==> config.mk <==
export PLATFORM = sky130hd
export DESIGN_NAME = servo_pulse_width_capture
export DESIGN_NICKNAME = d
export VERILOG_FILES = /design/src/hdl/spwc_pkg.sv /design/src/hdl/spwc_debounce.sv /design/src/hdl/spwc_core.sv /design/src/hdl/spwc_outq.sv /design/src/hdl/servo_pulse_width_capture.sv
export SDC_FILE = /design/constraint.sdc
export NUM_CORES = 1
export LEC_CHECK = 0
export CAP_MARGIN = 20
export CORE_MARGIN = 10
export CORE_UTILIZATION = 45
export CTS_CLUSTER_SIZE = 24
export DETAILED_ROUTE_END_ITERATION = 7
export DONT_BUFFER_PORTS = 1
export PLACE_DENSITY_LB_ADDON = 0.2
export REMOVE_ABC_BUFFERS = 1
export SKIP_LAST_GASP = 1
export SLEW_MARGIN = 20
export SYNTH_ARGS = -nofsm -noshare
export SYNTH_HDL_FRONTEND = slang
export SYNTH_SLANG_ARGS = --single-unit
==> constraint.sdc <==
create_clock -name clk -period 23.5 [get_ports clk]
set_clock_uncertainty 0.2 [all_clocks]
set_input_delay 1.175 -clock clk [delete_from_list [all_inputs] [get_ports clk]]
set_output_delay 1.175 -clock clk [all_outputs]
set_load 0.02 [all_outputs]
==> src/hdl/spwc_pkg.sv <==
package spwc_pkg;

	// Field and state widths.
	localparam int PIN_W     = 15;
	localparam int CNT_W     = 16;
	localparam int CFG_W     = 16;
	localparam int LEN_W     = 17;
	localparam int ELAPSED_W = 17;

	// Debounce shape: attempts, each one reference read plus a run of matching reads.
	localparam int DB_ATTEMPTS = 3;
	localparam int DB_MATCHES  = 4;
	localparam int DB_READS    = DB_ATTEMPTS * (DB_MATCHES + 1);
	localparam int DB_VEC_W    = (DB_READS > PIN_W) ? DB_READS : PIN_W;
	localparam int DB_IDX_W    = (DB_VEC_W > 1) ? $clog2(DB_VEC_W) : 1;
	localparam int DB_POS_W    = $clog2(DB_VEC_W + 1);

	localparam logic [CFG_W-1:0] TIMEOUT_RESET = 16'd100;
	localparam logic [CFG_W-1:0] PERIOD_RESET  = 16'hFFFF;

	typedef enum logic [1:0] {
		MODE_TICK = 2'd0,
		MODE_PIN  = 2'd1,
		MODE_MS   = 2'd2
	} mode_t;

	typedef enum logic [1:0] {
		EV_NONE     = 2'd0,
		EV_RECEIVED = 2'd1,
		EV_GONE     = 2'd2
	} event_t;

	typedef enum logic {
		REG_TIMEOUT = 1'b0,
		REG_PERIOD  = 1'b1
	} reg_idx_t;

	typedef struct packed {
		event_t             event_code;
		logic [LEN_W-1:0]   pulse_length;
		logic               signal_present;
		logic               measuring;
	} result_t;

endpackage

==> src/hdl/spwc_debounce.sv <==
module spwc_debounce
	import spwc_pkg::*;
(
	input  logic [PIN_W-1:0] pin_reads,
	output logic             level
);

	logic [DB_VEC_W-1:0] reads_ext;

	assign reads_ext = DB_VEC_W'(pin_reads);

	// Each attempt starts where the previous one stopped; a mismatching read
	// is consumed by the failed attempt. Reads past the pin vector are low.
	always_comb begin
		logic [DB_POS_W-1:0] pos;
		logic                ref_bit;
		logic                fail;
		logic                done;
		pos     = '0;
		done    = 1'b0;
		level   = 1'b0;
		ref_bit = 1'b0;
		fail    = 1'b0;
		for (int a = 0; a < DB_ATTEMPTS; a++) begin
			if (!done) begin
				ref_bit = reads_ext[pos[DB_IDX_W-1:0]];
				pos     = pos + 1'b1;
				fail    = 1'b0;
				for (int m = 0; m < DB_MATCHES; m++) begin
					if (!fail) begin
						if (reads_ext[pos[DB_IDX_W-1:0]] != ref_bit) begin
							fail = 1'b1;
						end
						pos = pos + 1'b1;
					end
				end
				if (!fail) begin
					done  = 1'b1;
					level = ref_bit;
				end
			end
		end
	end

endmodule

==> src/hdl/spwc_core.sv <==
module spwc_core
	import spwc_pkg::*;
(
	input  logic             clk,
	input  logic             arst_n,
	input  logic             step,
	input  logic [1:0]       mode,
	input  logic             level,
	input  logic [CFG_W-1:0] timeout_limit,
	input  logic [CFG_W-1:0] counter_period,
	output result_t          res
);

	logic [CNT_W-1:0]     tick_count_q, tick_count_d;
	logic                 running_q, running_d;
	logic                 reading_q, reading_d;
	logic                 avail_q, avail_d;
	logic [ELAPSED_W-1:0] elapsed_q, elapsed_d;
	logic [LEN_W-1:0]     latched_q, latched_d;
	event_t               event_d;

	always_comb begin
		tick_count_d = tick_count_q;
		running_d    = running_q;
		reading_d    = reading_q;
		avail_d      = avail_q;
		elapsed_d    = elapsed_q;
		latched_d    = latched_q;
		event_d      = EV_NONE;
		case (mode_t'(mode))
			MODE_TICK: begin
				if (running_q) begin
					// Reaching the period wraps the counter and aborts the measurement.
					if (tick_count_q >= counter_period) begin
						tick_count_d = '0;
						reading_d    = 1'b0;
					end else begin
						tick_count_d = tick_count_q + 1'b1;
					end
				end
			end
			MODE_PIN: begin
				if (level) begin
					tick_count_d = '0;
					running_d    = 1'b1;
					elapsed_d    = '0;
					reading_d    = 1'b1;
				end else if (reading_q) begin
					latched_d = LEN_W'(tick_count_q) + 1'b1;
					running_d = 1'b0;
					reading_d = 1'b0;
					avail_d   = 1'b1;
					event_d   = EV_RECEIVED;
				end
			end
			MODE_MS: begin
				if (reading_q || avail_q) begin
					if (elapsed_q >= ELAPSED_W'(timeout_limit)) begin
						avail_d = 1'b0;
						event_d = EV_GONE;
					end else begin
						elapsed_d = elapsed_q + 1'b1;
					end
				end
			end
			default: begin
			end
		endcase
	end

	always_ff @(posedge clk or negedge arst_n) begin
		if (!arst_n) begin
			tick_count_q <= '0;
			running_q    <= 1'b0;
			reading_q    <= 1'b0;
			avail_q      <= 1'b0;
			elapsed_q    <= '0;
			latched_q    <= '0;
		end else if (step) begin
			tick_count_q <= tick_count_d;
			running_q    <= running_d;
			reading_q    <= reading_d;
			avail_q      <= avail_d;
			elapsed_q    <= elapsed_d;
			latched_q    <= latched_d;
		end
	end

	assign res.event_code     = event_d;
	assign res.pulse_length   = latched_d;
	assign res.signal_present = avail_d;
	assign res.measuring      = reading_d;

endmodule

==> src/hdl/spwc_outq.sv <==
module spwc_outq
	import spwc_pkg::*;
(
	input  logic    clk,
	input  logic    arst_n,
	input  logic    push,
	input  result_t push_data,
	output logic    full,
	output logic    out_valid,
	input  logic    out_ready,
	output result_t head
);

	result_t head_q;
	result_t skid_q;
	logic    head_valid_q;
	logic    skid_valid_q;
	logic    pop;

	assign pop       = head_valid_q && out_ready;
	assign out_valid = head_valid_q;
	assign head      = head_q;
	assign full      = skid_valid_q;

	// Two entries: a new result is taken while the head still waits.
	// The producer only pushes when the skid entry is free.
	always_ff @(posedge clk or negedge arst_n) begin
		if (!arst_n) begin
			head_valid_q <= 1'b0;
			skid_valid_q <= 1'b0;
		end else if (pop) begin
			if (skid_valid_q) begin
				skid_valid_q <= 1'b0;
			end else begin
				head_valid_q <= push;
			end
		end else if (push) begin
			if (head_valid_q) begin
				skid_valid_q <= 1'b1;
			end else begin
				head_valid_q <= 1'b1;
			end
		end
	end

	always_ff @(posedge clk) begin
		if (pop) begin
			head_q <= skid_valid_q ? skid_q : push_data;
		end else if (push && !head_valid_q) begin
			head_q <= push_data;
		end
		if (push && head_valid_q && !pop) begin
			skid_q <= push_data;
		end
	end

endmodule

==> src/hdl/servo_pulse_width_capture.sv <==
// Servo pulse width capture.
// Input channel (in_valid/in_ready) takes one item per transfer: a timer tick,
// a pin change event with fifteen raw pin reads, or a millisecond tick.
// Every accepted item yields exactly one result on the output channel
// (out_valid/out_ready): an event code, the last latched pulse length in
// ticks, and the present and measuring flags after that item.
// An input transfer loads the input register; debounce and the state update
// work on it combinationally, and the result is written into the result queue
// once the queue's skid entry is free; a queued result drives out_valid.
// Throughput is one item per cycle while the result queue is not full.
// The result queue holds two entries, so a stalled receiver does not stop the
// next item; in_ready drops only once both entries and the input register are
// occupied, and resumes as soon as the receiver takes a result.
// Configuration (cfg_valid/cfg_ready, cfg_index, cfg_data) is always ready:
// index 0 is the timeout in milliseconds, index 1 the counter period.
// Reset clears all measurement state and queues and loads a timeout of 100
// and a period of 65535.
module servo_pulse_width_capture
	import spwc_pkg::*;
(
	input  logic             clk,
	input  logic             arst_n,
	input  logic             in_valid,
	output logic             in_ready,
	input  logic [1:0]       mode,
	input  logic [PIN_W-1:0] pin_reads,
	output logic             out_valid,
	input  logic             out_ready,
	output logic [1:0]       event_code,
	output logic [LEN_W-1:0] pulse_length,
	output logic             signal_present,
	output logic             measuring,
	input  logic             cfg_valid,
	output logic             cfg_ready,
	input  logic             cfg_index,
	input  logic [CFG_W-1:0] cfg_data
);

	logic [CFG_W-1:0] timeout_q;
	logic [CFG_W-1:0] period_q;
	logic             valid_s1;
	logic [1:0]       mode_s1;
	logic [PIN_W-1:0] reads_s1;
	logic             level;
	logic             advance;
	logic             q_full;
	result_t          res;
	result_t          head;

	assign cfg_ready = 1'b1;

	always_ff @(posedge clk or negedge arst_n) begin
		if (!arst_n) begin
			timeout_q <= TIMEOUT_RESET;
			period_q  <= PERIOD_RESET;
		end else if (cfg_valid) begin
			case (reg_idx_t'(cfg_index))
				REG_TIMEOUT: timeout_q <= cfg_data;
				REG_PERIOD:  period_q  <= cfg_data;
				default: begin
				end
			endcase
		end
	end

	assign advance  = valid_s1 && !q_full;
	assign in_ready = !valid_s1 || !q_full;

	always_ff @(posedge clk or negedge arst_n) begin
		if (!arst_n) begin
			valid_s1 <= 1'b0;
		end else if (in_ready) begin
			valid_s1 <= in_valid;
		end
	end

	always_ff @(posedge clk) begin
		if (in_valid && in_ready) begin
			mode_s1  <= mode;
			reads_s1 <= pin_reads;
		end
	end

	spwc_debounce u_debounce (
		.pin_reads (reads_s1),
		.level     (level)
	);

	spwc_core u_core (
		.clk            (clk),
		.arst_n         (arst_n),
		.step           (advance),
		.mode           (mode_s1),
		.level          (level),
		.timeout_limit  (timeout_q),
		.counter_period (period_q),
		.res            (res)
	);

	spwc_outq u_outq (
		.clk       (clk),
		.arst_n    (arst_n),
		.push      (advance),
		.push_data (res),
		.full      (q_full),
		.out_valid (out_valid),
		.out_ready (out_ready),
		.head      (head)
	);

	assign event_code     = head.event_code;
	assign pulse_length   = head.pulse_length;
	assign signal_present = head.signal_present;
	assign measuring      = head.measuring;

`ifndef SYNTHESIS
	a_gone_clears_present: assert property (@(posedge clk) disable iff (!arst_n)
		out_valid && event_code == EV_GONE |-> !signal_present)
		else $error("signal gone reported while still present");

	a_received_state: assert property (@(posedge clk) disable iff (!arst_n)
		out_valid && event_code == EV_RECEIVED |-> signal_present && !measuring)
		else $error("pulse received with inconsistent flags");

	a_stall_needs_item: assert property (@(posedge clk) disable iff (!arst_n)
		!in_ready |-> valid_s1 && out_valid)
		else $error("input stalled with no work held");

	a_advance_result: assert property (@(posedge clk) disable iff (!arst_n)
		advance |=> out_valid)
		else $error("result lost after state update");
`endif

endmodule
==> impl_metrics.csv <==
group,metric,value,unit
synthesis,ys_seq_elements,147,
placed_design,gp_congestion,0.913,
sta,post-route-period-util,0.509,
sta,whs,0.230,ns
grt,grt_usage,0.175,
synthesis,synth-edff-count,59,
synthesis,synth.avg_cell_area,9.42,um^2
clock_tree,clockBufferDepth,2,
layout,antennaDiodeCount,0,
synthesis,yosysSeqAreaShare,0.394,
sta,fmax,0.0836,GHz
sta,setup_tns,0,ns
sta,tightest_slew,0.975,ns
critical_path,cpMaxStageDelayCell,"edfxtp_1",
routing,antenna_left,0,
synthesis,synthTopCellsByArea,"edfxtp_1 17%, dfrtp_1 17%, mux2_2 6.1%",
layout,seq_area,4000,um^2
placed_design,dp.final_hpwl,17900,um
sta,layout_min_cycle_time,11.97,ns
placed_design,pre_cts_ws,11.70,ns
layout,fillCellCount,2057,
layout,drive_gt1_frac,0.157,
critical_path,crit_required,23.62,ns
synthesis,synth-async-reset-ratio,0.599,
clock_tree,clk_pin_slew,0.07,ns
layout,area_delta_synth_final,7.47,%
critical_path,critPathMaxFanout,32,
sta,setup_ws,11.53,ns
critical_path,r2r_cells,33,
layout,multiInputGateArea,5690,um^2
synthesis,synthTopCellsByCount,"125 x nand2_1, 69 x dfrtp_1, 67 x o21ai_0",
synthesis,synth_top_area_frac,0.175,
sta,maxSlewViolCount,0,
clock_tree,cts-root-buf,"clkbuf_16",
routing,routed_wl,25200,um
synthesis,synth.most_common_cell,"nand2_1",
hold_path,min_path_type,"in2async",
clock_tree,numCtsBuffers,17,
layout,fin_cells,1337,
critical_path,worstReg2RegStart,"reads_s1[1]",
routing,firstDrtPassIters,5,
routing,vias,8056,
critical_path,crit_path_end_kind,"flop",
clock_tree,cts.sink_count,147,
sta,finalHoldViolCount,0,
grt,antenna_found_initial,0,
critical_path,start_kind,"flop",
critical_path,rrSetupSlack,11.53,ns
sta,setup_violations,0,
run_status,status,"finished, final reports clean",
die,dieArea,29000,um^2
die,initial_utilization,0.461,
die,io_pins,63,
routing,drc,0,
clock_tree,insertion_delay,0.44,ns
clock_tree,postCtsHoldBufs,0,
routing,wl_per_cell,18.8,um
grt,grt_first_pass_wirelength,41100,um
synthesis,yosys.area.top_type,"edfxtp_1",
grt,grt_start_max_net_pins,89,
clock_tree,cts-htree-levels,4,
die,coreArea,22000,um^2
job,maxCapViolCount,0,
die,die_w,170,um
synthesis,synth-main-ff-cell,"dfrtp_1",
sta,slew-limit-headroom,0.350,
synthesis,syn_area,10100,um^2
critical_path,worst-setup-path-type,"reg2reg",
clock_tree,post_cts_resized,0,
critical_path,cp_slowest_stage_delay,0.99,ns
die,rows,54,
synthesis,ys_types,98,
synthesis,yosysWarnings,0,
placed_design,port-buffer-count,0,
routing,vias_per_cell,6.03,
clock_tree,cts_tree,"yes",
placed_design,dp_cells,1303,
grt,overflow,0,
die,die_y,170,um
sta,rsz0062_at_grt,"no",
clock_tree,cts_setup_buffers,0,
grt,first_global_vias,7529,
routing,drtIter0Drc,585,
synthesis,syn_inst,1077,
layout,nets,1127,
critical_path,worstPathArrival,12.08,ns
critical_path,r2r_end,"u_core.latched_q[5]",
==> worst max-delay path by stage <==
stage,from,endpoint,cells past startpoint,slack (ns)
final,reads_s1[1],u_core.latched_q[5],33,11.53
after detailed placement,reads_s1[1],u_core.latched_q[7],33,11.70
after CTS,reads_s1[1],u_core.latched_q[5],33,11.70
after global routing,reads_s1[1],u_core.latched_q[9],33,10.48
after global placement,reads_s1[1],u_core.latched_q[12],34,12.01
after floorplan,reads_s1[1],u_core.elapsed_q[13],34,13.16
==> area by class of cell <==
type	instances	area share
clock buffers	17	0.0390
clock inverters	15	0.0164
inverters	54	0.0186
multi-input cells	816	0.522
flip-flops and latches	147	0.367
well taps	280	0.0321
repair buffers	8	0.00585
==> kinds of logic (layout without fill, tap and decap cells) <==
group,Yosys count,after routing,synth area share
XOR/XNOR,21,21,0.0210
buffers and inverters,114,94,0.0468
multiplexers,83,83,0.0975
flip-flops,147,147,0.394
AO/OA/AOI/OAI,278,278,0.187
other,1,1,0.000370
adder cells (fa/ha/maj),44,44,0.0542
AND/OR/NAND/NOR,389,389,0.199
==> per-layer routing <==
layer	track usage	part of all wire
met5	0	0
met4	0.0496	0.018
met3	0.0384	0.058
met2	0.251	0.41
met1	0.258	0.51
==> flip-flops by register name (all words and copies together) (netlist names) <==
name and flops:
timeout_q 16, u_core.elapsed_q 17, u_core.tick_count_q 16, u_outq.head 21, u_core.reading_q 1, u_core.latched_q 17, u_outq.skid_q 21, mode_s1 2
u_core.running_q 1, reads_s1 15, u_outq.out_valid 1, u_outq.full 1, period_q 16, valid_s1 1, u_core.avail_q 1
==> critical path, delay by kind of cell, from the launching register on <==
kind | cells | cell delay [ns]
XOR/XNOR | 1 | 0.17
AND/OR/NAND/NOR | 13 | 2.60
multiplexers | 4 | 1.84
adder cells (fa/ha/maj) | 5 | 2.29
buffers and inverters | 3 | 1.24
AO/OA/AOI/OAI | 7 | 2.47
flip-flops | 1 | 0.99
==> metrics by stage <==
| step | util | cell area, um^2 |
|---|---|---|
| floorplan | - | 9880 |
| CTS | 0.494 | 10900 |
| detailed placement | 0.467 | 10300 |
| finish | 0.495 | 10900 |
| global placement | 0.467 | 10300 |
| global route | 0.495 | 10900 |
==> layout by cell type, fill, tap and decap left out, drive strengths merged, types with 9 or more instances in the layout <==
cell,Yosys,routed
nor2b,13,13
or2,11,11
inv,53,61
a21oi,55,55
nor3,30,30
or3,15,15
dfrtp,69,69
nand3b,11,11
nand2,125,125
nor2,50,50
ha,44,44
clkbuf,37,18
nand3,45,45
mux2,58,58
o211ai,21,21
nand4,13,13
a21o,32,32
dfstp,19,19
edfxtp,59,59
nand2b,23,23
a211oi,9,9
and3,16,16
xnor2,18,18
a31oi,22,22
mux2i,19,19
o21ai,69,69
Power is left out: the tool's default activity adds up to more than one toggle a clock period on the data nets, which glitch-free logic cannot reach.
